File: src/rtl/core/tmr_pkg.sv
// Shared types and constants of the planar tile line renderer.
package tmr_pkg;

	localparam int SUM_W       = 22;
	localparam int CFG_IDX_W   = 2;
	localparam int CFG_DATA_W  = 16;
	localparam int QUEUE_DEPTH = 4;

	localparam logic [CFG_IDX_W-1:0] CFG_MAP_MODE    = 2'd0;
	localparam logic [CFG_IDX_W-1:0] CFG_COLS_LOG2   = 2'd1;
	localparam logic [CFG_IDX_W-1:0] CFG_RAW_BEGIN   = 2'd2;
	localparam logic [CFG_IDX_W-1:0] CFG_RAW_PALETTE = 2'd3;

	localparam logic [2:0]  COLS_LOG2_RESET = 3'd5;
	localparam logic [4:0]  PLANE_HI_OFFSET = 5'h10;
	localparam logic [2:0]  LAST_PIXEL_X    = 3'd7;

	typedef enum logic [1:0] {
		CMD_WRITE = 2'd0,
		CMD_MAP   = 2'd1,
		CMD_RAW   = 2'd2
	} cmd_kind_t;

	typedef struct packed {
		cmd_kind_t  kind;
		logic [7:0] data;
		logic [2:0] line;
	} cmd_t;

	typedef struct packed {
		logic [3:0] pal;
		logic [7:0] p3;
		logic [7:0] p2;
		logic [7:0] p1;
		logic [7:0] p0;
	} em_load_t;

endpackage

File: src/rtl/core/tmr_stream_if.sv


interface tmr_out_if;
	logic       valid;
	logic       ready;
	logic [7:0] pixel;
	logic [2:0] pixel_x;
	logic       last;

	modport source (
		output valid, pixel, pixel_x, last,
		input  ready
	);
	modport sink (
		input  valid, pixel, pixel_x, last,
		output ready
	);
endinterface

File: src/rtl/core/tmr_emit.sv
// Pixel emitter: turns four plane bytes into eight chunky pixels, one per word.
module tmr_emit (
	input  logic              clk,
	input  logic              arst_n,
	input  logic              load_valid,
	input  tmr_pkg::em_load_t load_data,
	output logic              em_free,
	tmr_out_if.source         pix
);

	logic       busy_q;
	logic [2:0] x_q;
	logic [3:0] pal_q;
	logic [7:0] p0_q;
	logic [7:0] p1_q;
	logic [7:0] p2_q;
	logic [7:0] p3_q;
	logic       take;
	logic       at_last;

	assign at_last     = (x_q == tmr_pkg::LAST_PIXEL_X);
	assign take        = busy_q && pix.ready;
	assign em_free     = !busy_q || (take && at_last);

	assign pix.valid   = busy_q;
	assign pix.pixel   = {pal_q, p3_q[7], p2_q[7], p1_q[7], p0_q[7]};
	assign pix.pixel_x = x_q;
	assign pix.last    = at_last;

	always_ff @(posedge clk) begin
		if (load_valid) begin
			pal_q <= load_data.pal;
			p0_q  <= load_data.p0;
			p1_q  <= load_data.p1;
			p2_q  <= load_data.p2;
			p3_q  <= load_data.p3;
		end else if (take) begin
			p0_q <= {p0_q[6:0], 1'b0};
			p1_q <= {p1_q[6:0], 1'b0};
			p2_q <= {p2_q[6:0], 1'b0};
			p3_q <= {p3_q[6:0], 1'b0};
		end
	end

	always_ff @(posedge clk or negedge arst_n) begin
		if (!arst_n) begin
			busy_q <= 1'b0;
			x_q    <= 3'd0;
		end else if (load_valid) begin
			busy_q <= 1'b1;
			x_q    <= 3'd0;
		end else if (take) begin
			x_q <= x_q + 3'd1;
			if (at_last) begin
				busy_q <= 1'b0;
			end
		end
	end

endmodule

File: src/flat_wrapper.sv
// flat-port wrapper written by rule: the top's interface ports become plain ports
module tmr_emit_flat 
  (clk, arst_n, load_valid, load_data, em_free, pix_valid, pix_pixel, pix_pixel_x, pix_last, pix_ready);
  tmr_out_if pix_i ();
  input  logic clk;
  input  logic arst_n;
  input  logic load_valid;
  input  tmr_pkg::em_load_t load_data;
  output logic em_free;
  output wire logic [$bits(pix_i.valid)-1:0] pix_valid;
  output wire logic [$bits(pix_i.pixel)-1:0] pix_pixel;
  output wire logic [$bits(pix_i.pixel_x)-1:0] pix_pixel_x;
  output wire logic [$bits(pix_i.last)-1:0] pix_last;
  input wire logic [$bits(pix_i.ready)-1:0] pix_ready;
  assign pix_valid = pix_i.valid;
  assign pix_pixel = pix_i.pixel;
  assign pix_pixel_x = pix_i.pixel_x;
  assign pix_last = pix_i.last;
  assign pix_i.ready = pix_ready;
  tmr_emit u_core (.clk(clk), .arst_n(arst_n), .load_valid(load_valid), .load_data(load_data), .em_free(em_free), .pix(pix_i));
endmodule
File: config.mk
export PLATFORM = sky130hd
export DESIGN_NAME = tmr_emit_flat
export DESIGN_NICKNAME = d
export VERILOG_FILES = /design/src/rtl/core/tmr_pkg.sv /design/src/rtl/core/tmr_stream_if.sv /design/src/rtl/core/tmr_emit.sv /design/src/flat_wrapper.sv
export SDC_FILE = /design/constraint.sdc
export NUM_CORES = 1
export LEC_CHECK = 0
export ABC_AREA = 0
export BUFFER_PORTS_ARGS = -buffer_cell sky130_fd_sc_hd__buf_2
export CELL_PAD_IN_SITES_DETAIL_PLACEMENT = 1
export CELL_PAD_IN_SITES_GLOBAL_PLACEMENT = 1
export CORE_MARGIN = 3
export CORE_UTILIZATION = 35
export DETAILED_ROUTE_END_ITERATION = 6
export GPL_ROUTABILITY_DRIVEN = 0
export GPL_TIMING_DRIVEN = 1
export PLACE_DENSITY_LB_ADDON = 0.1
export SLEW_MARGIN = 20
export SYNTH_ARGS = -nofsm -noshare
export SYNTH_HDL_FRONTEND = slang
export SYNTH_SLANG_ARGS = --single-unit
export TNS_END_PERCENT = 5
File: constraint.sdc
create_clock -name clk -period 3.7 [get_ports clk]
set_input_delay 0.185 -clock clk [delete_from_list [all_inputs] [get_ports clk]]
set_output_delay 0.185 -clock clk [all_outputs]
set_load 0.03 [all_outputs]
==> flow_summary.ini <==
[timing]
slew_viol_final = 0
setup_tns_ns = 0
slew_headroom_pct = 48.2
setup_viol = 0
skew_ns = 0.00371
hold_viol = 0
holdWs_ns = 0.0746
finalCritPeriodShare_pct = 44.5
fmax_mhz = 608
worst_pin_slew_ns = 0.777
finalCriticalPeriod_ns = 1.65
rsz0062_at_grt = no

[worst_setup_path]
r2r_end = u_core.p3_q[3]
slowest_stage = or2_2
crit_path_max_incr_delay_ns = 0.63
r2r_cells = 2
worstPathCellList = and2_1 > or2_2
rr_startpoint = u_core.pix.valid
critPathArrivalTime_ns = 1.56
r2r_setup_slack_ns = 2.05
crit_fanout = 32
end_kind = flop
required_ns = 3.62
critPathLaunchType = flop
crit_type = flop to flop

[route]
post_drt_wl_per_cell_um = 14.3
drt_iter0_drc = 33
vias = 981
ant_nets = 0
drt-pass1-iter-count = 3
vias_per_cell = 4.50
drcViolationCount = 0
routed_wl_mm = 3.12

[power_and_ir_drop]
p_leak_nw = 0.906
pwr_density_cell_mw_per_mm2 = 444
peakVddDrop_v = 0.000189

[layout]
layout.nets = 192
final_common_cell = buf_2
final_cell_mix = 53 x buf_2, 36 x edfxtp_1, 19 x mux2_2
layout-drive-gt1-share_pct = 61.6
antenna_cells = 0
syn_to_final_growth_pct = 21.8
fin_cells = 218

[cts]
path_clk_slew_ns = 0.07
cts_hold_buf = 1
post_cts_buffers = 0
cts_resized = 0
root_buffer = clkbuf_8
cts_tree = yes
cts_htree_levels = 2
cts_buffers = 5
cts_sinks = 40
worstSkewPairLatency_ns = 0.28
cts_buffer_depth = 2

[synthesis]
synth_seq_cells = 40
ys_types = 17
yosys_warnings = 0
syn_area_mm2 = 0.00174
seq_area_frac_synth_pct = 67.8
avgSynthCellArea_um2 = 18.1
synth_fp_nets = 138
syn_inst = 96

[grt]
grt_util_all_layers_pct = 10.9
grt_util_met1_pct = 11.3
met3_usage_pct = 4.61
grt_use_met2_pct = 19.5
grt_max_degree = 33
grt_pass1_vias = 1032
grt_busiest_layer = met2
grt_pass1_wl_mm = 4.91
antenna_found_initial = 0
grt-ovfl-total = 0

[min_path]
hold_end = u_core.pal_q[2]
hp-class = primary input to flop
hold_depth = 1
hp-start = load_data[34]

[floorplan]
boundaryPins = 54
core_mm2 = 0.00475
placementRows = 25
die_y_um = 76.5
dieArea_mm2 = 0.00586
die_x_um = 76.5
initial_core_util_pct = 36.6

[placed_design]
port_buffers = 53
post-place-cells = 209

[flow_run]
cap_violations = 0

[outcome]
status = completed
per-stage QoR:
stage          cell area (µm²)  total power, mW  utilization, %  setup slack [ns]
2_1_floorplan             1740            0.648               -              2.08
3_3_place_gp              2030            0.680            42.7              2.10
3_5_place_dp              2030            0.687            42.7              2.03
4_1_cts                   2120            0.963            44.6              2.03
5_1_grt                   2120            0.987            44.6              1.92
6_report                  2120            0.942            44.6              2.05
critical path, delay by kind of cell, from the launching register on:
kind          cells  cell delay [ns]
simple gates      2             0.81
flops             1             0.46
power breakdown:
| group | internal [mW] | switching, mW | total (mW) | leakage (nW) |
|---|---|---|---|---|
| combinational | 0.0609 | 0.0580 | 0.119 | 0.443 |
| clock | 0.128 | 0.140 | 0.268 | 0.0453 |
| sequential | 0.543 | 0.0118 | 0.555 | 0.418 |
| total | 0.732 | 0.210 | 0.942 | 0.906 |
worst max-delay path by stage:
stage	from	to	slack, ns	depth (start not counted)
floorplan	u_core.pix.valid	u_core.p0_q[0]	2.08	2
global placement	u_core.pix.valid	u_core.p2_q[5]	2.10	2
detailed placement	u_core.pix.valid	u_core.p2_q[6]	2.03	2
CTS	u_core.pix.valid	u_core.p0_q[7]	2.03	2
global route	u_core.pix.valid	u_core.p3_q[2]	1.92	2
finish	u_core.pix.valid	u_core.p3_q[3]	2.05	2
per-layer routing:
metal	up-vias	part of all wire [%]	wire length, µm
met5	-	0	0
met4	0	1.3	42
met3	5	6.7	209
met2	36	53	1650
met1	475	39	1220
li1	465	-	-
registers in the layout, summed over array words and instances (netlist names):
register / count
u_core.p0_q: 8
u_core.p1_q: 8
u_core.p2_q: 8
u_core.p3_q: 8
u_core.pal_q: 4
u_core.pix.pixel_x: 3
u_core.pix.valid: 1
logic make-up after synthesis:
group	after synthesis	synth area share, %
compound gates	5	2.16
mux	29	20.9
flops	40	67.8
simple gates	12	3.74
buf+inv	8	3.95
fa+ha+maj	2	1.44
layout make-up:
class                   instances  area, µm²
clock inverters                 3       13.8
fillers                       506       2630
well taps                      67       83.8
repair buffers                 55        283
clock buffers                   5       68.8
flip-flops and latches         40       1180
multi-input cells              48        492
synth_stat cells:
library cell / number / area share [%]
mux2_4: 10 / 8.6
ha_1: 2 / 1.4
dfrtp_1: 4 / 5.7
nor2_1: 1 / 0.22
buf_6: 3 / 1.9
buf_4: 4 / 1.7
nor2b_1: 1 / 0.36
a21bo_2: 2 / 1.1
mux2_2: 19 / 12
a21oi_1: 2 / 0.57
nand2_1: 2 / 0.43
edfxtp_1: 36 / 62
and2_1: 5 / 1.8
or2_2: 1 / 0.36
nand3_1: 2 / 0.57
buf_2: 1 / 0.29
a21o_1: 1 / 0.43
Power figures use the tool's default switching activity.
