### src/rtl/core/tmr_pkg.sv
// Shared types and constants of the planar tile line renderer.
package tmr_pkg;

	localparam int SUM_W       = 22;
	localparam int CFG_IDX_W   = 2;
	localparam int CFG_DATA_W  = 16;
	localparam int QUEUE_DEPTH = 4;

	localparam logic [CFG_IDX_W-1:0] CFG_MAP_MODE    = 2'd0;
	localparam logic [CFG_IDX_W-1:0] CFG_COLS_LOG2   = 2'd1;
	localparam logic [CFG_IDX_W-1:0] CFG_RAW_BEGIN   = 2'd2;
	localparam logic [CFG_IDX_W-1:0] CFG_RAW_PALETTE = 2'd3;

	localparam logic [2:0]  COLS_LOG2_RESET = 3'd5;
	localparam logic [4:0]  PLANE_HI_OFFSET = 5'h10;
	localparam logic [2:0]  LAST_PIXEL_X    = 3'd7;

	typedef enum logic [1:0] {
		CMD_WRITE = 2'd0,
		CMD_MAP   = 2'd1,
		CMD_RAW   = 2'd2
	} cmd_kind_t;

	typedef struct packed {
		cmd_kind_t  kind;
		logic [7:0] data;
		logic [2:0] line;
	} cmd_t;

	typedef struct packed {
		logic [3:0] pal;
		logic [7:0] p3;
		logic [7:0] p2;
		logic [7:0] p1;
		logic [7:0] p0;
	} em_load_t;

endpackage

### src/rtl/core/tmr_queue.sv
// Short command queue between the front end and the fetch engine.
module tmr_queue #(
	parameter int W = 32
) (
	input  logic         clk,
	input  logic         arst_n,
	input  logic         push,
	input  logic [W-1:0] push_data,
	output logic         full,
	input  logic         pop,
	output logic         not_empty,
	output logic [W-1:0] pop_data
);

	localparam int PW = $clog2(tmr_pkg::QUEUE_DEPTH);

	logic [W-1:0]  slot_q [tmr_pkg::QUEUE_DEPTH];
	logic [PW-1:0] wr_ptr_q;
	logic [PW-1:0] rd_ptr_q;
	logic [PW:0]   count_q;

	assign full      = (count_q == (PW+1)'(tmr_pkg::QUEUE_DEPTH));
	assign not_empty = (count_q != '0);
	assign pop_data  = slot_q[rd_ptr_q];

	always_ff @(posedge clk) begin
		if (push) begin
			slot_q[wr_ptr_q] <= push_data;
		end
	end

	always_ff @(posedge clk or negedge arst_n) begin
		if (!arst_n) begin
			wr_ptr_q <= '0;
			rd_ptr_q <= '0;
			count_q  <= '0;
		end else begin
			if (push) begin
				wr_ptr_q <= wr_ptr_q + PW'(1);
			end
			if (pop) begin
				rd_ptr_q <= rd_ptr_q + PW'(1);
			end
			if (push && !pop) begin
				count_q <= count_q + (PW+1)'(1);
			end else if (pop && !push) begin
				count_q <= count_q - (PW+1)'(1);
			end
		end
	end

endmodule

### config.mk
export PLATFORM = sky130hd
export DESIGN_NAME = tmr_queue
export DESIGN_NICKNAME = d
export VERILOG_FILES = /design/src/rtl/core/tmr_pkg.sv /design/src/rtl/core/tmr_queue.sv
export SDC_FILE = /design/constraint.sdc
export NUM_CORES = 1
export LEC_CHECK = 0
export BUFFER_PORTS_ARGS = -buffer_cell sky130_fd_sc_hd__buf_2
export CAP_MARGIN = 5
export CORE_UTILIZATION = 51
export CTS_CLUSTER_SIZE = 28
export DETAILED_ROUTE_END_ITERATION = 10
export HOLD_SLACK_MARGIN = 0.06
export PLACE_DENSITY = 0.75
export SETUP_SLACK_MARGIN = 0.1
export SYNTH_ARGS = -nofsm -noshare
export SYNTH_HDL_FRONTEND = slang
export SYNTH_SLANG_ARGS = --single-unit
### constraint.sdc
create_clock -name clk -period 1.95 [get_ports clk]
set_clock_uncertainty 0.15 [all_clocks]
set_input_delay 0.0975 -clock clk [delete_from_list [all_inputs] [get_ports clk]]
set_output_delay 0.0975 -clock clk [all_outputs]
set_load 0.005 [all_outputs]
==> results of run 1 <==
-- layout make-up --
type	count	area, µm²
clock buffer	18	418
clock inverter	14	223
fill	561	2670
inverter	4	15.0
multi-input combinational	55	931
sequential	135	4020
tap	129	161
timing repair buffer	124	981
-- kinds of logic (layout without fill, tap and decap cells) --
| kind of cell | Yosys count | in the layout | share of synthesized area, % |
|---|---|---|---|
| simple gates | 9 | 9 | 0.989 |
| xor+xnor | 6 | 6 | 1.04 |
| mux | 33 | 33 | 14.8 |
| fa+ha+maj | 6 | 6 | 1.63 |
| flops | 135 | 135 | 79.4 |
| compound gates | 1 | 1 | 0.0988 |
| buf+inv | 12 | 160 | 2.08 |
-- where the power goes --
part,switching [mW],internal [mW]
Combinational,1.25,1.61
Clock,1.18,2.22
Sequential,0.184,3.81
Total,2.61,7.63
-- through the flow --
step / setup TNS [ps] / hold slack [ps] / instances / worst slack (ps) / utilization (%)
finish: -3040 / 187 / 479 / -109 / 71.7
global route: -5100 / 165 / 479 / -177 / 71.7
CTS: -3750 / 166 / 475 / -143 / 70.7
detailed placement: 0 / -200 / 403 / 302 / 59.8
global placement: 0 / -202 / 403 / 302 / 59.8
floorplan: 0 / -348 / 202 / 335 / -
-- final timing paths --
kind,from,end,cells past startpoint
worst max-delay path,rd_ptr_q[0],pop_data[31],4
worst min-delay path,push_data[28],slot_q[0][28],2
worst max register to register,count_q[0],count_q[2],4
worst min register to register,count_q[2],count_q[2],1
max in group asynchronous,arst_n,rd_ptr_q[0],3
min in group asynchronous,arst_n,wr_ptr_q[1],3
-- placed cells by master (no fill, tap or decap), types with 5 or more instances in the layout --
cell,synthesis,final
buf_4,0,10
mux4_2,28,31
buf_12,3,6
clkbuf_16,0,18
ha_1,5,5
buf_2,3,66
dlygate4sd3_1,0,36
bufinv_16,0,5
dfrtp_1,7,5
edfxtp_1,128,128
-- worst register-to-register path: cells and delay by family (launching register included) --
kind                     cells  cell delay [ps]
AND/OR/NAND/NOR              1              110
adder cells (fa/ha/maj)      1              450
flip-flops                   1              440
XOR/XNOR                     2              360
-- flip-flops by register name, indices dropped and copies added (netlist names) --
signal / flops
count_q: 3
rd_ptr_q: 2
wr_ptr_q: 2
slot_q: 128
-- layer usage --
metal / wire (µm) / share of wire, %
met1: 3800 / 43
met2: 4530 / 51
met3: 403 / 4.5
met4: 167 / 1.9
met5: 0 / 0
-- repair_timing --
item                       4_1_cts  5_1_grt
hold endpoints to repair       142        0
setup buffers                    4        2
gates resized for setup          1        6
hold buffers                    36        0
setup endpoints to repair       32       32
cloned                           0        2
==> run metrics, run 1 <==
PwrDens 1520 mW/mm²; crit path launch type flop; H-tree depth 4; f_max 0.486 GHz; Slew Limit Fails 0; die width 102 µm; Worst Setup End Kind output pin; IO Count 70; worst-margin pin slew 395 ps; flop-to-flop setup slack 370 ps; Die Y 102 µm; CP Cell Sequence buf_12, buf_6, mux4_1, buf_2; Final WS setup -109 ps; Crit path largest cell delay 530 ps; RSZ-0062 raised after global routing yes; total design power 10.2 mW; Buf/Inv on CP 3; core footprint 0.00942 mm²; CP max-delay cell mux4_1; gr ovfl total 0; outcome finished, violations left; met3 usage 5.38%; Crit Path Class flop to output pin; Mapped Cells 202; layout cells sized above 1 44.9%; Seq/Total Area, Yosys 79.4%; Vias 2465; Skew-Pair Late Insertion Delay 510 ps; GR Util met1 23.6%; via count of the first global-routing pass 2598; clk slew on worst S/H paths 60 ps; worst path required time 1700 ps; leading area contributor after synthesis edfxtp_1; Mapped Area 0.00506 mm²; final number of setup-violating endpoints 32; vias per cell 5.15; Longest Clk Path Bufs 2; post-synthesis async set-or-reset flop share 5.19%; hpwl dp 5110 µm; Tot GR Track Use 19.0%; top cells by area, synth edfxtp_1, mux4_2, dfrtp_1; post-synth cell types 20; Antenna Nets Post-Route 0; GR Util met2 31.7%; ys flop type edfxtp_1; Critical Path AT 1810 ps; Area Growth Syn to Fin 33.4%; gpl congestion 0.673; max_cap viols 0; Initial Util 53.8%; 1st-iter DRT viols 132; count leader, synth edfxtp_1; syn_area_per_cell 25.1 µm²; Sink Count 135; grt peak-use layer met2; worst rel slew slack 73.6%; Hold/Removal Path Class input port to flop; Antenna diodes 0; Final Hold Vio Count 0; die area 0.0103 mm²; failing checks setup timing; IO Port Bufs 69; num rows 35; largest fanout on the critical path 6; CTS tree done; CTS Root Cell clkbuf_8; Pleak 2.45 nW; period utilisation layout 106%; Post-Layout Inst Area 0.00675 mm²; number of remaining DRC errors 0; post-synth top area share 75.9%; Syn Nets 244; peak supply drop 0.00104 V; drt total wl 8900 µm; Synth warnings 0; Avg WL per Cell 18.6 µm; #FFs+latches synth 135; most common library cells after synthesis edfxtp_1, mux4_2, dfrtp_1; clock buffer count from CTS 17; pin count of the biggest net entering global routing 26; CP top delay family multiplexers; min cycle time layout 2060 ps; global-route wire length before repair 13600 µm; placed cell area 0.00563 mm²; # nets final 379; detailed-router iteration count before antenna repair 4; initial antenna violation count 0; number of synthesized flops with an enable pin 128
(Power assumes the default switching activity.)
==> run 2, diff against run 1 <==
--- a/config.mk
+++ b/config.mk
@@ -11,7 +11,8 @@
 export CTS_CLUSTER_SIZE = 28
 export DETAILED_ROUTE_END_ITERATION = 10
 export HOLD_SLACK_MARGIN = 0.06
-export PLACE_DENSITY = 0.75
+export MAX_ROUTING_LAYER = met4
+export PLACE_DENSITY = 0.72
 export SETUP_SLACK_MARGIN = 0.1
 export SYNTH_ARGS = -nofsm -noshare
 export SYNTH_HDL_FRONTEND = slang
==> constraint.sdc (replaced) <==
create_clock -name clk -period 1.95 [get_ports clk]
set_clock_uncertainty 0.15 [all_clocks]
set_input_delay 0.39 -clock clk [delete_from_list [all_inputs] [get_ports clk]]
set_output_delay 0.39 -clock clk [all_outputs]
set_load 0.005 [all_outputs]
==> run 2 against run 1 <==
The run still ends with setup timing left. Clock power fell by 18%. Combinational power shrank 1%. Final area shrank 1.5%. Critical path depth fell by 1. Sequential share of layout area up 0.92 points. Routed wire length is 1.3% lower. Core utilization is 1.1 points lower. Via count up 1.2%. Critical path type unchanged.
==> run metrics, run 2 (same netlist as run 1, synthesis figures left out) <==
Vias 2495 (+1.2%); Area Growth Syn to Fin 31.3%; clk slew on worst S/H paths 60 ps (about the same); # nets final 381 (+0.53%); fill count 560 (-0.18%); num rows 35 (unchanged); PwrDens 1450 mW/mm² (-4.8%); CTS Root Cell clkbuf_8; Hold/Removal Path Class input port to async pin; peak supply drop 0.000787 V (-24%); max FFs per register 128 (unchanged); Final Hold Vio Count 0 (unchanged); Initial Util 53.8% (unchanged); Pleak 2.41 nW (-1.8%); IO Port Bufs 69 (unchanged); RSZ-0062 raised after global routing yes; Slew Limit Fails 0 (unchanged); via count of the first global-routing pass 2662 (+2.5%); period utilisation layout 121% (+15 points); Core Util, Final 70.6% (-1.1 points); total negative slack -11570 ps (-8530 ps); Avg WL per Cell 18.3 µm (-1.5%); Critical Path AT 1820 ps (about the same); Placed Cells 407 (+0.99%); Layout Cells excl Fill 480 (+0.21%); initial antenna violation count 0 (unchanged); 1st-iter DRT viols 118 (-11%); clock buffer count from CTS 17 (unchanged); most frequent cells in the layout edfxtp_1, buf_2, dlygate4sd3_1; Tot GR Track Use 19.7% (+0.64 points); gpl congestion 0.683 (+1.5%); largest registers slot_q (128), count_q (3); largest fanout on the critical path 14 (+8); Largest Register slot_q; worst-margin pin slew 312 ps (-82.3 ps); IO Count 70 (unchanged); Sink Count 135 (unchanged); Die Y 102 µm (unchanged); gr ovfl total 0 (unchanged); CTS tree done; H-tree depth 4 (unchanged); layout cells sized above 1 46.4% (+1.6 points); number of remaining DRC errors 0 (unchanged); Final WS setup -406 ps (-297 ps); failing checks setup timing; crit path launch type flop; final number of setup-violating endpoints 32 (unchanged); min cycle time layout 2360 ps (+297 ps); max_cap viols 0 (unchanged); detailed-router iteration count before antenna repair 4 (unchanged); hpwl dp 5170 µm (+1.1%); worst rel slew slack 79.2% (+5.6 points); pin count of the biggest net entering global routing 28 (+7.7%); die width 102 µm (unchanged); vias per cell 5.20 (+1.0%); dpl ws 95.6 ps (-206 ps); Longest Clk Path Bufs 2 (unchanged); total design power 9.61 mW (-6.2%); drt total wl 8780 µm (-1.3%); core footprint 0.00942 mm² (unchanged); Worst Setup End Kind output pin; f_max 0.424 GHz (-13%); die area 0.0103 mm² (unchanged); outcome finished, violations left; Crit Path Class flop to output pin; Antenna Nets Post-Route 0 (unchanged); commonest non-fill, non-tap cell in the layout edfxtp_1; Antenna diodes 0 (unchanged); global-route wire length before repair 13800 µm (+1.0%); worst path required time 1410 ps (-290 ps); Skew-Pair Late Insertion Delay 500 ps (about the same)
-- run 2: worst max-delay path: stages (launching register included) --
cell and delay [ps]:
dfrtp_2 440, buf_12 190, mux4_2 530, buf_2 150
-- run 2: layout make-up --
cell class | instances | area, µm² | area share [%]
flip-flops and latches | 135 | 4020 | 60.5
repair buffers | 126 | 990 | 14.9
multi-input cells | 55 | 935 | 14.1
clock buffers | 17 | 414 | 6.23
well taps | 129 | 161 | 2.43
clock inverters | 14 | 111 | 1.68
inverters | 4 | 15.0 | 0.226
-- run 2: timing repair --
action / in CTS / in global routing
setup buffers: 3 / 4
pin swaps: 0 / 2
hold buffers: 35 / 0
setup endpoints to repair: 33 / 35
gates cloned: 0 / 0
resized for setup: 7 / 8
endpoints found under the hold margin: 138 / 0
-- run 2: through the flow --
step	hold WS (ps)	cell area, µm²
after floorplan	-55.6	5070
after global placement	90.4	5690
after detailed placement	94.8	5690
after CTS	87.3	6590
after global routing	113	6650
final	110	6650
-- run 2: routing by layer --
metal	vias to the layer above	part of all wire (%)	track usage (%)
met4	0	1.0	8.92
met3	8	4.7	5.38
met2	102	50	29.5
li1	1118	-	-
met5	-	0	-
met1	1267	44	25.3
-- run 2: worst paths after layout --
check	from	to	slack [ps]	cells after the start
setup / recovery	rd_ptr_q[0]	pop_data[30]	-410	3
hold / removal	arst_n	count_q[2]	110	2
setup reg to reg	count_q[0]	count_q[2]	260	6
hold reg to reg	wr_ptr_q[0]	wr_ptr_q[0]	380	1
max in group asynchronous	arst_n	rd_ptr_q[1]	1350	2
min in group clk	pop	count_q[0]	190	4
-- run 2: report_power, final --
group	total, mW	switching [mW]	internal [mW]
clock network	2.78	1.11	1.67
registers	4.02	0.213	3.81
logic	2.81	1.21	1.60
