==> config.mk <==
export PLATFORM = sky130hd
export DESIGN_NAME = tmr_front_flat
export DESIGN_NICKNAME = d
export VERILOG_FILES = /design/src/rtl/core/tmr_pkg.sv /design/src/rtl/core/tmr_stream_if.sv /design/src/rtl/core/tmr_front.sv /design/src/flat_wrapper.sv
export SDC_FILE = /design/constraint.sdc
export NUM_CORES = 1
export LEC_CHECK = 0
export ABC_AREA = 1
export BUFFER_PORTS_ARGS = -buffer_cell sky130_fd_sc_hd__clkbuf_2
export CAP_MARGIN = 5
export CORE_MARGIN = 3
export CORE_UTILIZATION = 46
export DETAILED_ROUTE_END_ITERATION = 12
export PLACE_DENSITY = 0.82
export SYNTH_ARGS = -nofsm -noshare
export SYNTH_HDL_FRONTEND = slang
export SYNTH_SLANG_ARGS = --single-unit
==> constraint.sdc <==
create_clock -name vclk -period 9.9
set_clock_uncertainty 0.2 [all_clocks]
set_input_delay 1.98 -clock vclk [all_inputs]
set_output_delay 1.98 -clock vclk [all_outputs]
set_load 0.05 [all_outputs]
==> src/rtl/core/tmr_pkg.sv <==
// Shared types and constants of the planar tile line renderer.
package tmr_pkg;

	localparam int SUM_W       = 22;
	localparam int CFG_IDX_W   = 2;
	localparam int CFG_DATA_W  = 16;
	localparam int QUEUE_DEPTH = 4;

	localparam logic [CFG_IDX_W-1:0] CFG_MAP_MODE    = 2'd0;
	localparam logic [CFG_IDX_W-1:0] CFG_COLS_LOG2   = 2'd1;
	localparam logic [CFG_IDX_W-1:0] CFG_RAW_BEGIN   = 2'd2;
	localparam logic [CFG_IDX_W-1:0] CFG_RAW_PALETTE = 2'd3;

	localparam logic [2:0]  COLS_LOG2_RESET = 3'd5;
	localparam logic [4:0]  PLANE_HI_OFFSET = 5'h10;
	localparam logic [2:0]  LAST_PIXEL_X    = 3'd7;

	typedef enum logic [1:0] {
		CMD_WRITE = 2'd0,
		CMD_MAP   = 2'd1,
		CMD_RAW   = 2'd2
	} cmd_kind_t;

	typedef struct packed {
		cmd_kind_t  kind;
		logic [7:0] data;
		logic [2:0] line;
	} cmd_t;

	typedef struct packed {
		logic [3:0] pal;
		logic [7:0] p3;
		logic [7:0] p2;
		logic [7:0] p1;
		logic [7:0] p0;
	} em_load_t;

endpackage

==> src/rtl/core/tmr_stream_if.sv <==
// Handshake interfaces of the request and pixel channels.
interface tmr_in_if;
	logic        valid;
	logic        ready;
	logic        mode;
	logic [15:0] mem_address;
	logic [7:0]  mem_data;
	logic [6:0]  tile_col;
	logic [8:0]  tile_row;
	logic [2:0]  tile_line;

	modport source (
		output valid, mode, mem_address, mem_data, tile_col, tile_row, tile_line,
		input  ready
	);
	modport sink (
		input  valid, mode, mem_address, mem_data, tile_col, tile_row, tile_line,
		output ready
	);
endinterface


==> src/rtl/core/tmr_front.sv <==
// Front end: accepts request words, classifies them and computes their start address.
module tmr_front #(
	parameter int AW = 16
) (
	tmr_in_if.sink                  req,
	input  logic                    map_mode,
	input  logic [2:0]              cols_log2,
	input  logic [15:0]             raw_begin,
	input  logic [3:0]              raw_palette,
	input  logic                    q_full,
	output logic                    push,
	output tmr_pkg::cmd_t           push_cmd,
	output logic [AW-1:0]           push_addr
);

	logic [15:0]              row_sh;
	logic [15:0]              tile_index;
	logic [tmr_pkg::SUM_W-1:0] write_sum;
	logic [tmr_pkg::SUM_W-1:0] map_sum;
	logic [tmr_pkg::SUM_W-1:0] raw_sum;

	assign req.ready = !q_full;
	assign push      = req.valid && !q_full;

	assign row_sh     = 16'(req.tile_row) << cols_log2;
	assign tile_index = row_sh + 16'(req.tile_col);

	assign write_sum = tmr_pkg::SUM_W'(req.mem_address);
	assign map_sum   = tmr_pkg::SUM_W'({tile_index, 1'b0});
	assign raw_sum   = tmr_pkg::SUM_W'(raw_begin) + tmr_pkg::SUM_W'({tile_index, 5'b0})
		+ tmr_pkg::SUM_W'({req.tile_line, 1'b0});

	always_comb begin
		push_cmd.line = req.tile_line;
		if (!req.mode) begin
			push_cmd.kind = tmr_pkg::CMD_WRITE;
			push_cmd.data = req.mem_data;
			push_addr     = write_sum[AW-1:0];
		end else if (map_mode) begin
			push_cmd.kind = tmr_pkg::CMD_MAP;
			push_cmd.data = 8'd0;
			push_addr     = map_sum[AW-1:0];
		end else begin
			push_cmd.kind = tmr_pkg::CMD_RAW;
			push_cmd.data = {4'd0, raw_palette};
			push_addr     = raw_sum[AW-1:0];
		end
	end

endmodule

==> src/flat_wrapper.sv <==
// flat-port wrapper written by rule: the top's interface ports become plain ports
module tmr_front_flat 
#(
	parameter int AW = 16
)
  (map_mode, cols_log2, raw_begin, raw_palette, q_full, push, push_cmd, push_addr, req_valid, req_mode, req_mem_address, req_mem_data, req_tile_col, req_tile_row, req_tile_line, req_ready);
  tmr_in_if req_i ();
  input  logic map_mode;
  input  logic [2:0] cols_log2;
  input  logic [15:0] raw_begin;
  input  logic [3:0] raw_palette;
  input  logic q_full;
  output logic push;
  output tmr_pkg::cmd_t push_cmd;
  output logic [AW-1:0] push_addr;
  input wire logic [$bits(req_i.valid)-1:0] req_valid;
  input wire logic [$bits(req_i.mode)-1:0] req_mode;
  input wire logic [$bits(req_i.mem_address)-1:0] req_mem_address;
  input wire logic [$bits(req_i.mem_data)-1:0] req_mem_data;
  input wire logic [$bits(req_i.tile_col)-1:0] req_tile_col;
  input wire logic [$bits(req_i.tile_row)-1:0] req_tile_row;
  input wire logic [$bits(req_i.tile_line)-1:0] req_tile_line;
  output wire logic [$bits(req_i.ready)-1:0] req_ready;
  assign req_i.valid = req_valid;
  assign req_i.mode = req_mode;
  assign req_i.mem_address = req_mem_address;
  assign req_i.mem_data = req_mem_data;
  assign req_i.tile_col = req_tile_col;
  assign req_i.tile_row = req_tile_row;
  assign req_i.tile_line = req_tile_line;
  assign req_ready = req_i.ready;
  tmr_front #(.AW(AW)) u_core (.req(req_i), .map_mode(map_mode), .cols_log2(cols_log2), .raw_begin(raw_begin), .raw_palette(raw_palette), .q_full(q_full), .push(push), .push_cmd(push_cmd), .push_addr(push_addr));
endmodule
==> out/results.ini, run 1 <==
[run_status]
status=complete, no violations

[route]
first_iter_violations=219
ant_nets=0
first_pass_iters=5
wire_per_inst_um=12.3
drc=0
wl_um=6180
via_count=2615
via_per_inst=5.19

[yosys]
synth_area_per_cell_um2=5.76
syn_nets=459
yosys.area.top_type_share=0.182
synth_most_common_cell=nand2_1
synth_cell_types=35
netlist_instances=366
synth_area_um2=2110
yosys.area.top_type=nand2_1
synth_common_cells=102 x nand2_1, 44 x inv_1, 39 x nand3_1
yosys_warnings=0
ys_seq_area_frac=0
netlist_top_cells_area=nand2_1 18%, ha_1 12%, nand3_1 9.3%

[cells_and_area]
seq_area_um2=0
fill_cells=439
finalNetCount=549
multi_input_comb_area_um2=1830
drive_gt1_frac=0.322
diodes=0
fin_util=0.613
seq_cell_count=0
nClkBuffers=0
area_delta_synth_final_pct=22.3

[critical_path]
cp_max_fo=11
path_cells=clkbuf_2, inv_2, nand2_1, nand3_1, nand2_1, nor2_1, ha_1, nand2_1, nand2_1, nand2_1, nand3_2, or2_2, nand2_1, inv_1, ha_1, nand2_1, nor2_1, nand3_1, o2111ai_1, nor2_1, nor2_1, nand2_1, a31oi_1, clkbuf_2
critical_path_class=input port to output pin
crit_top_cell=nand2_1
end_kind=output pin
cp-start-kind=input port
slowest_delay_ns=0.38
crit_arrival_ns=5.50
critical_path_required_ns=7.72
critPathSlowestCell=ha_1

[sta]
max_slew_margin=0.680
period_needed_ns=7.68
final_min_period_over_clock_period=0.775
grt_setup_unrepaired=no
max_freq_ghz=0.130
setup_violations=0
setup_slack_ns=2.22
slew_viol_final=0
worst_pin_slew_ns=0.479
hold_viol_final=0
tns_ns=0

[power]
total_power_mw=0.238
p_leak_nw=1.54
p_per_area_nw_per_um2=92.1
ir_drop_mv=0.0375

[placed_design]
place_ws_ns=2.26
hpwl_um=5420
gp_congestion=0.887
port-buffer-count=101

[clock_network]
hold_buffers=0
cts_resized=0
postCtsSetupRepairBufs=0

[floorplanning]
initial_core_util=0.502
die-height_um=73.7
rows=23
die_area_um2=5430
io_pins=101
die_w_um=73.7
coreArea_um2=4200

[global_route]
gr-total-overflow=0
first_global_vias=2364
grt_max_degree=19
gr-usage-all-layers=0.220
grt_pass1_wl_um=9980
antenna_found_initial=0

[worst_hold_path]
hold_class=input port to output pin

[run]
cap_viol_max_count=0

[path summary, 6_finish.rpt]
kind | endpoint | cells after the start | from | slack (ns)
max | push_addr[13] | 24 | cols_log2[0] | 2.22
min | push_cmd[2] | 2 | req_tile_line[2] | 4.08
[power by group]
group          leakage [nW]  internal (mW)  total [mW]  switching (mW)
clock                     0              0           0               0
combinational          1.54         0.0770       0.238           0.161
sequential                0              0           0               0
[area by class of cell]
class,count,area share
Inverter,49,0.0714
Multi-Input combinational cell,304,0.708
Tap cell,50,0.0243
Timing Repair Buffer,101,0.196
[critical path: cells and delay by family]
family | cells | cell delay, ns
buffers and inverters | 4 | 0.76
adder cells (fa/ha/maj) | 2 | 0.73
AO/OA/AOI/OAI | 2 | 0.33
AND/OR/NAND/NOR | 16 | 1.68
[per-stage QoR]
stage          std cells  hold slack [ns]  area, µm²
6_report             504             4.08       2580
4_1_cts              504             4.08       2580
3_3_place_gp         504             4.08       2580
3_5_place_dp         504             4.08       2580
2_1_floorplan        366             3.88       2110
5_1_grt              504             4.09       2580
[kinds of logic after synthesis]
family	after synthesis	synth area share
AO/OA/AOI/OAI	54	0.159
XOR/XNOR	14	0.0582
adder cells (fa/ha/maj)	23	0.144
buffers and inverters	62	0.134
AND/OR/NAND/NOR	213	0.505
[per-layer routing]
layer | part of all wire | wire (µm) | GRT usage
met2 | 0.48 | 2970 | 0.412
met3 | 0.077 | 475 | 0.0109
met4 | 0.0047 | 29 | 0.0282
met5 | 0 | 0 | 0
met1 | 0.44 | 2700 | 0.279
[cell usage in the layout (no fill, tap or decap), drive strengths merged]
master / instances
clkbuf: 101
or2: 1
a31oi: 7
nand3b: 1
o21ai: 7
a21o: 2
a21oi: 21
xor2: 9
o21bai: 2
o31ai: 1
o211ai: 5
inv: 49
ha: 21
o22ai: 1
nand3: 55
xnor2: 5
nor2: 30
nand4: 2
o221ai: 2
o2111ai: 1
nor3: 5
fa: 2
a22o: 5
nand2: 119
Note: power is estimated with default switching activity, not from simulation.
==> inputs of run 2 (changes only) <==
- ABC_AREA: 1 -> 0
- CORE_UTILIZATION: 46 -> 43
- PLACE_DENSITY: 0.82 -> 0.83
- clock period: 9.9 -> 6.7 ns (I/O delays scaled with it)
==> run 2 against run 1 <==
  * Routed wire length decreased by 17%
  * Critical endpoint is now push_addr[15]
  * Highest routed layer is now met3
  * Setup slack got worse by 1.9 ns
  * Synthesized area is 14% lower
  * Design area fell by 9.3%
  * First-iteration DRC count is 46% lower
  * Power is 52% higher
==> out/results.ini, run 2 <==
[run_status]
status=complete, no violations

[sta]
final_min_period_over_clock_period=0.955
setup_violations=0
grt_setup_unrepaired=no
max_slew_margin=0.661
slew_viol_final=0
tns_ns=0
max_freq_ghz=0.156
worst_pin_slew_ns=0.509
period_needed_ns=6.40
hold_viol_final=0

[power]
p_leak_nw=1.20
p_per_area_nw_per_um2=155
internal_power_mw=0.138
switchingPower_mw=0.224
comb_power_share=1.000
ir_drop_mv=0.0674
swShare=0.619
pwr-share-clk=0
total_power_mw=0.362
pwr-share-seq=0

[global_route]
gr-max-usage-layer=met2
first_global_vias=1916
gr-total-overflow=0
grt_use_met2=0.360
grt_max_degree=27
grt_pass1_wl_um=8200
met1_usage=0.242
grtUsageMet3=0.0227
gr-usage-all-layers=0.190
antenna_found_initial=0

[cells_and_area]
final_cell_mix=100 x clkbuf_2, 28 x a21oi_1, 25 x nor2_1
finalNetCount=438
final_common_cell=clkbuf_2
fill_cells=379
diodes=0
multi_input_comb_area_um2=1700
nClkBuffers=0
drive_gt1_frac=0.356
seq_area_um2=0
seq_cell_count=0
area_delta_synth_final_pct=28.7

[critical_path]
end_kind=output pin
path_cells=clkbuf_2, buf_6, mux4_2, nor2_1, a21oi_1, ha_1, a21oi_1, nor3_1, xor2_1, ha_1, and3_1, a311oi_1, xor2_1, o221ai_2, clkbuf_2
critPathSlowestCell=mux4_2
crit_arrival_ns=4.86
cp_max_fo=9
critical_path_required_ns=5.16
critical_path_class=input port to output pin
slowest_delay_ns=0.56
critPathTopFamily=compound AO/OA/AOI/OAI gates
cp_num_buf_inv=3
cp-start-kind=input port

[route]
first_iter_violations=118
wire_per_inst_um=13.0
via_count=2098
drc=0
first_pass_iters=4
wl_um=5120
ant_nets=0
via_per_inst=5.34

[yosys]
syn_nets=345
muxShareOfSynthArea=0.152
synth_common_cells=28 x a21oi_1, 25 x nor2_1, 24 x nand2_1
synth-simple-area-share=0.231
synth_cell_types=51
netlist_instances=252
synth_compound_area_frac=0.262
synth_area_um2=1820
synth_most_common_cell=a21oi_1
synth_top_family_by_area=compound AO/OA/AOI/OAI gates
ys_seq_area_frac=0
synth-xor-area-share=0.123
yosys.area.top_type_share=0.145
synth-adder-area-share=0.167
netlist_top_cells_area=ha_1 14%, a21oi_1 7.7%, mux4_2 6.2%
synth_area_per_cell_um2=7.21
yosys.area.top_type=ha_1
yosys_warnings=0

[placed_design]
gp_congestion=0.823
port-buffer-count=101
hpwl_um=4420

[floorplanning]
rows=23
die_area_um2=5040
die_w_um=71
initial_core_util=0.451
io_pins=101
die-height_um=71
coreArea_um2=4030

[clock_network]
hold_buffers=0

[run]
cap_viol_max_count=0

[worst_hold_path]
hold_class=input port to output pin

[run 2: timing repair]
item | 4_1_cts | 5_1_grt
resized for setup | 0 | 3
setup endpoints to repair | 0 | 1
buffers inserted | 0 | 1
[run 2: area by class of cell]
cell class / instances / share of cell area
Inverter: 10 / 0.0161
Tap cell: 50 / 0.0268
Timing Repair Buffer: 105 / 0.231
Multi-Input combinational cell: 228 / 0.727
[run 2: worst paths after layout]
kind                          from            end  cells after the start
setup / recovery      cols_log2[0]  push_addr[15]                     15
hold / removal    req_tile_line[0]    push_cmd[0]                      2
[run 2: routing by layer]
layer | part of all wire | up-vias
li1 | - | 1103
met1 | 0.43 | 912
met2 | 0.49 | 83
met3 | 0.079 | 0
met4 | 0 | 0
met5 | 0 | -
[run 2: power by group through the flow]
stage	logic [mW]	registers, mW	clock network, mW
3_3_place_gp	0.351	0	0
2_1_floorplan	0.277	0	0
3_5_place_dp	0.356	0	0
5_1_grt	0.394	0	0
6_report	0.362	0	0
4_1_cts	0.358	0	0
[run 2: kinds of logic (layout without fill, tap and decap cells)]
logic type                 count (synthesis)  after routing
and+or+nand+nor                           87             87
muxes                                     20             20
buffers and inverters                     24            115
xor gates and xnor gates                  24             24
AOI/OAI and AO/OA                         74             74
adders and majority gates                 23             23
[run 2: metrics by stage]
stage                     hold slack (ns)   util  area (µm²)  setup WS, ns  instances
after floorplan                      2.65      -        1820        0.0639        252
after global placement               2.80  0.578        2330         0.202        392
after detailed placement             2.80  0.578        2330         0.206        392
after CTS                            2.80  0.578        2330         0.192        392
after global routing                 2.81  0.580        2340        0.0302        393
final                                2.80  0.580        2340         0.301        393
==> inputs of run 3 (changes only) <==
--- a/constraint.sdc
+++ b/constraint.sdc
@@ -4,2 +4,2 @@
 set_output_delay 1.34 -clock vclk [all_outputs]
-set_load 0.05 [all_outputs]
+set_load 0.005 [all_outputs]
==> run 3 against run 2 <==
  * Core utilization is 0.28 points lower
  * Non-clock buffer count is 2 lower
  * Combinational power is 20% lower
  * Maximum frequency is 0.68% lower
  * Largest cell class unchanged
  * Die area stayed put
  * Count of clock-buffer cells in the layout stayed put
  * First-iteration DRC count is 39% lower
  * Highest routed layer is now met4
  * Via count is 1.5% higher
==> out/results.ini, run 3 (synthesis gave the netlist of run 2 again) <==
[placed_design]
port-buffer-count=101
dp_cells=391
post_dp_cell_area_um2=2320
gp_congestion=0.850
hpwl_um=4580

[power]
pwr-share-clk=0
switchingPower_mw=0.153
pwr-share-seq=0
p_per_area_nw_per_um2=124
p_leak_nw=1.19
swShare=0.531
comb_power_share=1.000
internal_power_mw=0.135
ir_drop_mv=0.0600

[sta]
holdWs_ns=2.67
period_needed_ns=6.44
max_freq_ghz=0.155
worst_pin_slew_ns=0.519
grt_setup_unrepaired=no
slew_viol_final=0
setup_violations=0
final_min_period_over_clock_period=0.962
max_slew_margin=0.654
hold_viol_final=0
tns_ns=0

[route]
via_count=2129
via_per_inst=5.45
first_iter_violations=72
drc=0
wl_um=5260
ant_nets=0
wire_per_inst_um=13.4
first_pass_iters=4

[cells_and_area]
fin_util=0.578
final_cell_mix=100 x clkbuf_2, 28 x a21oi_1, 25 x nor2_1
multi_input_comb_area_um2=1700
instances_no_fill=391
nClkBuffers=0
finalNetCount=436
seq_area_um2=0
fill_cells=385
seq_cell_count=0
diodes=0
stdcell_area_um2=2330
final_common_cell=clkbuf_2
area_delta_synth_final_pct=28.1
drive_gt1_frac=0.355

[floorplanning]
coreArea_um2=4030
die-height_um=71
initial_core_util=0.451
io_pins=101
die_w_um=71
die_area_um2=5040
rows=23

[critical_path]
critical_path_class=input port to output pin
cp_max_fo=14
cp-start-kind=input port
end_kind=output pin
critical_path_required_ns=5.16
crit_arrival_ns=4.90

[run_status]
status=complete, no violations

[global_route]
first_global_vias=1996
grt_max_degree=27
gr-usage-all-layers=0.198
antenna_found_initial=0
grt_pass1_wl_um=8530
gr-total-overflow=0

[clock_network]
hold_buffers=0

[worst_hold_path]
hold_class=input port to output pin

[run]
cap_viol_max_count=0

==> run 3: per-layer routing <==
| metal | track usage | part of all wire | up-vias | wire length [µm] |
|---|---|---|---|---|
| li1 | - | - | 1102 | - |
| met1 | 0.259 | 0.43 | 934 | 2260 |
| met2 | 0.367 | 0.49 | 87 | 2580 |
| met3 | 0.0142 | 0.067 | 6 | 350 |
| met4 | 0.0209 | 0.012 | 0 | 64 |
| met5 | 0 | 0 | - | 0 |
==> run 3: path summary, 6_finish.rpt <==
kind                          from             to  slack [ns]  cells past startpoint
hold / removal    req_tile_line[0]    push_cmd[0]        2.67                      2
setup / recovery      cols_log2[0]  push_addr[12]        0.26                     15
==> run 3: worst max-delay path, stage by stage <==
cell	delay, ns
clkbuf_4	0.24
mux4_2	0.54
nor2b_1	0.15
ha_1	0.34
o21ai_0	0.27
o21bai_1	0.10
a21oi_1	0.18
xnor2_1	0.18
ha_1	0.33
and3_1	0.20
a31oi_1	0.26
nor2b_1	0.23
xnor2_1	0.11
a221o_1	0.32
clkbuf_2	0.11
==> run 3: power by group through the flow <==
stage          Sequential (mW)  Combinational [mW]  Clock, mW
5_1_grt                      0               0.323          0
2_1_floorplan                0               0.205          0
3_5_place_dp                 0               0.286          0
3_3_place_gp                 0               0.280          0
4_1_cts                      0               0.287          0
6_report                     0               0.288          0
==> run 3: layout make-up <==
cell class | count | share of cell area
multi-input cells | 228 | 0.732
inverters | 10 | 0.0161
well taps | 50 | 0.0269
repair buffers | 103 | 0.225
==> run 3: timing repair <==
| item | in CTS | in global routing |
|---|---|---|
| resized for setup | 0 | 3 |
| buffers inserted | 0 | 0 |
| setup endpoints to repair | 0 | 4 |
==> run 3: stage by stage <==
| stage | power, mW | setup WS, ns |
|---|---|---|
| 2_1_floorplan | 0.205 | 0.608 |
| 3_3_place_gp | 0.280 | 0.237 |
| 3_5_place_dp | 0.286 | 0.162 |
| 4_1_cts | 0.287 | 0.152 |
| 5_1_grt | 0.323 | 0.0144 |
| 6_report | 0.288 | 0.257 |
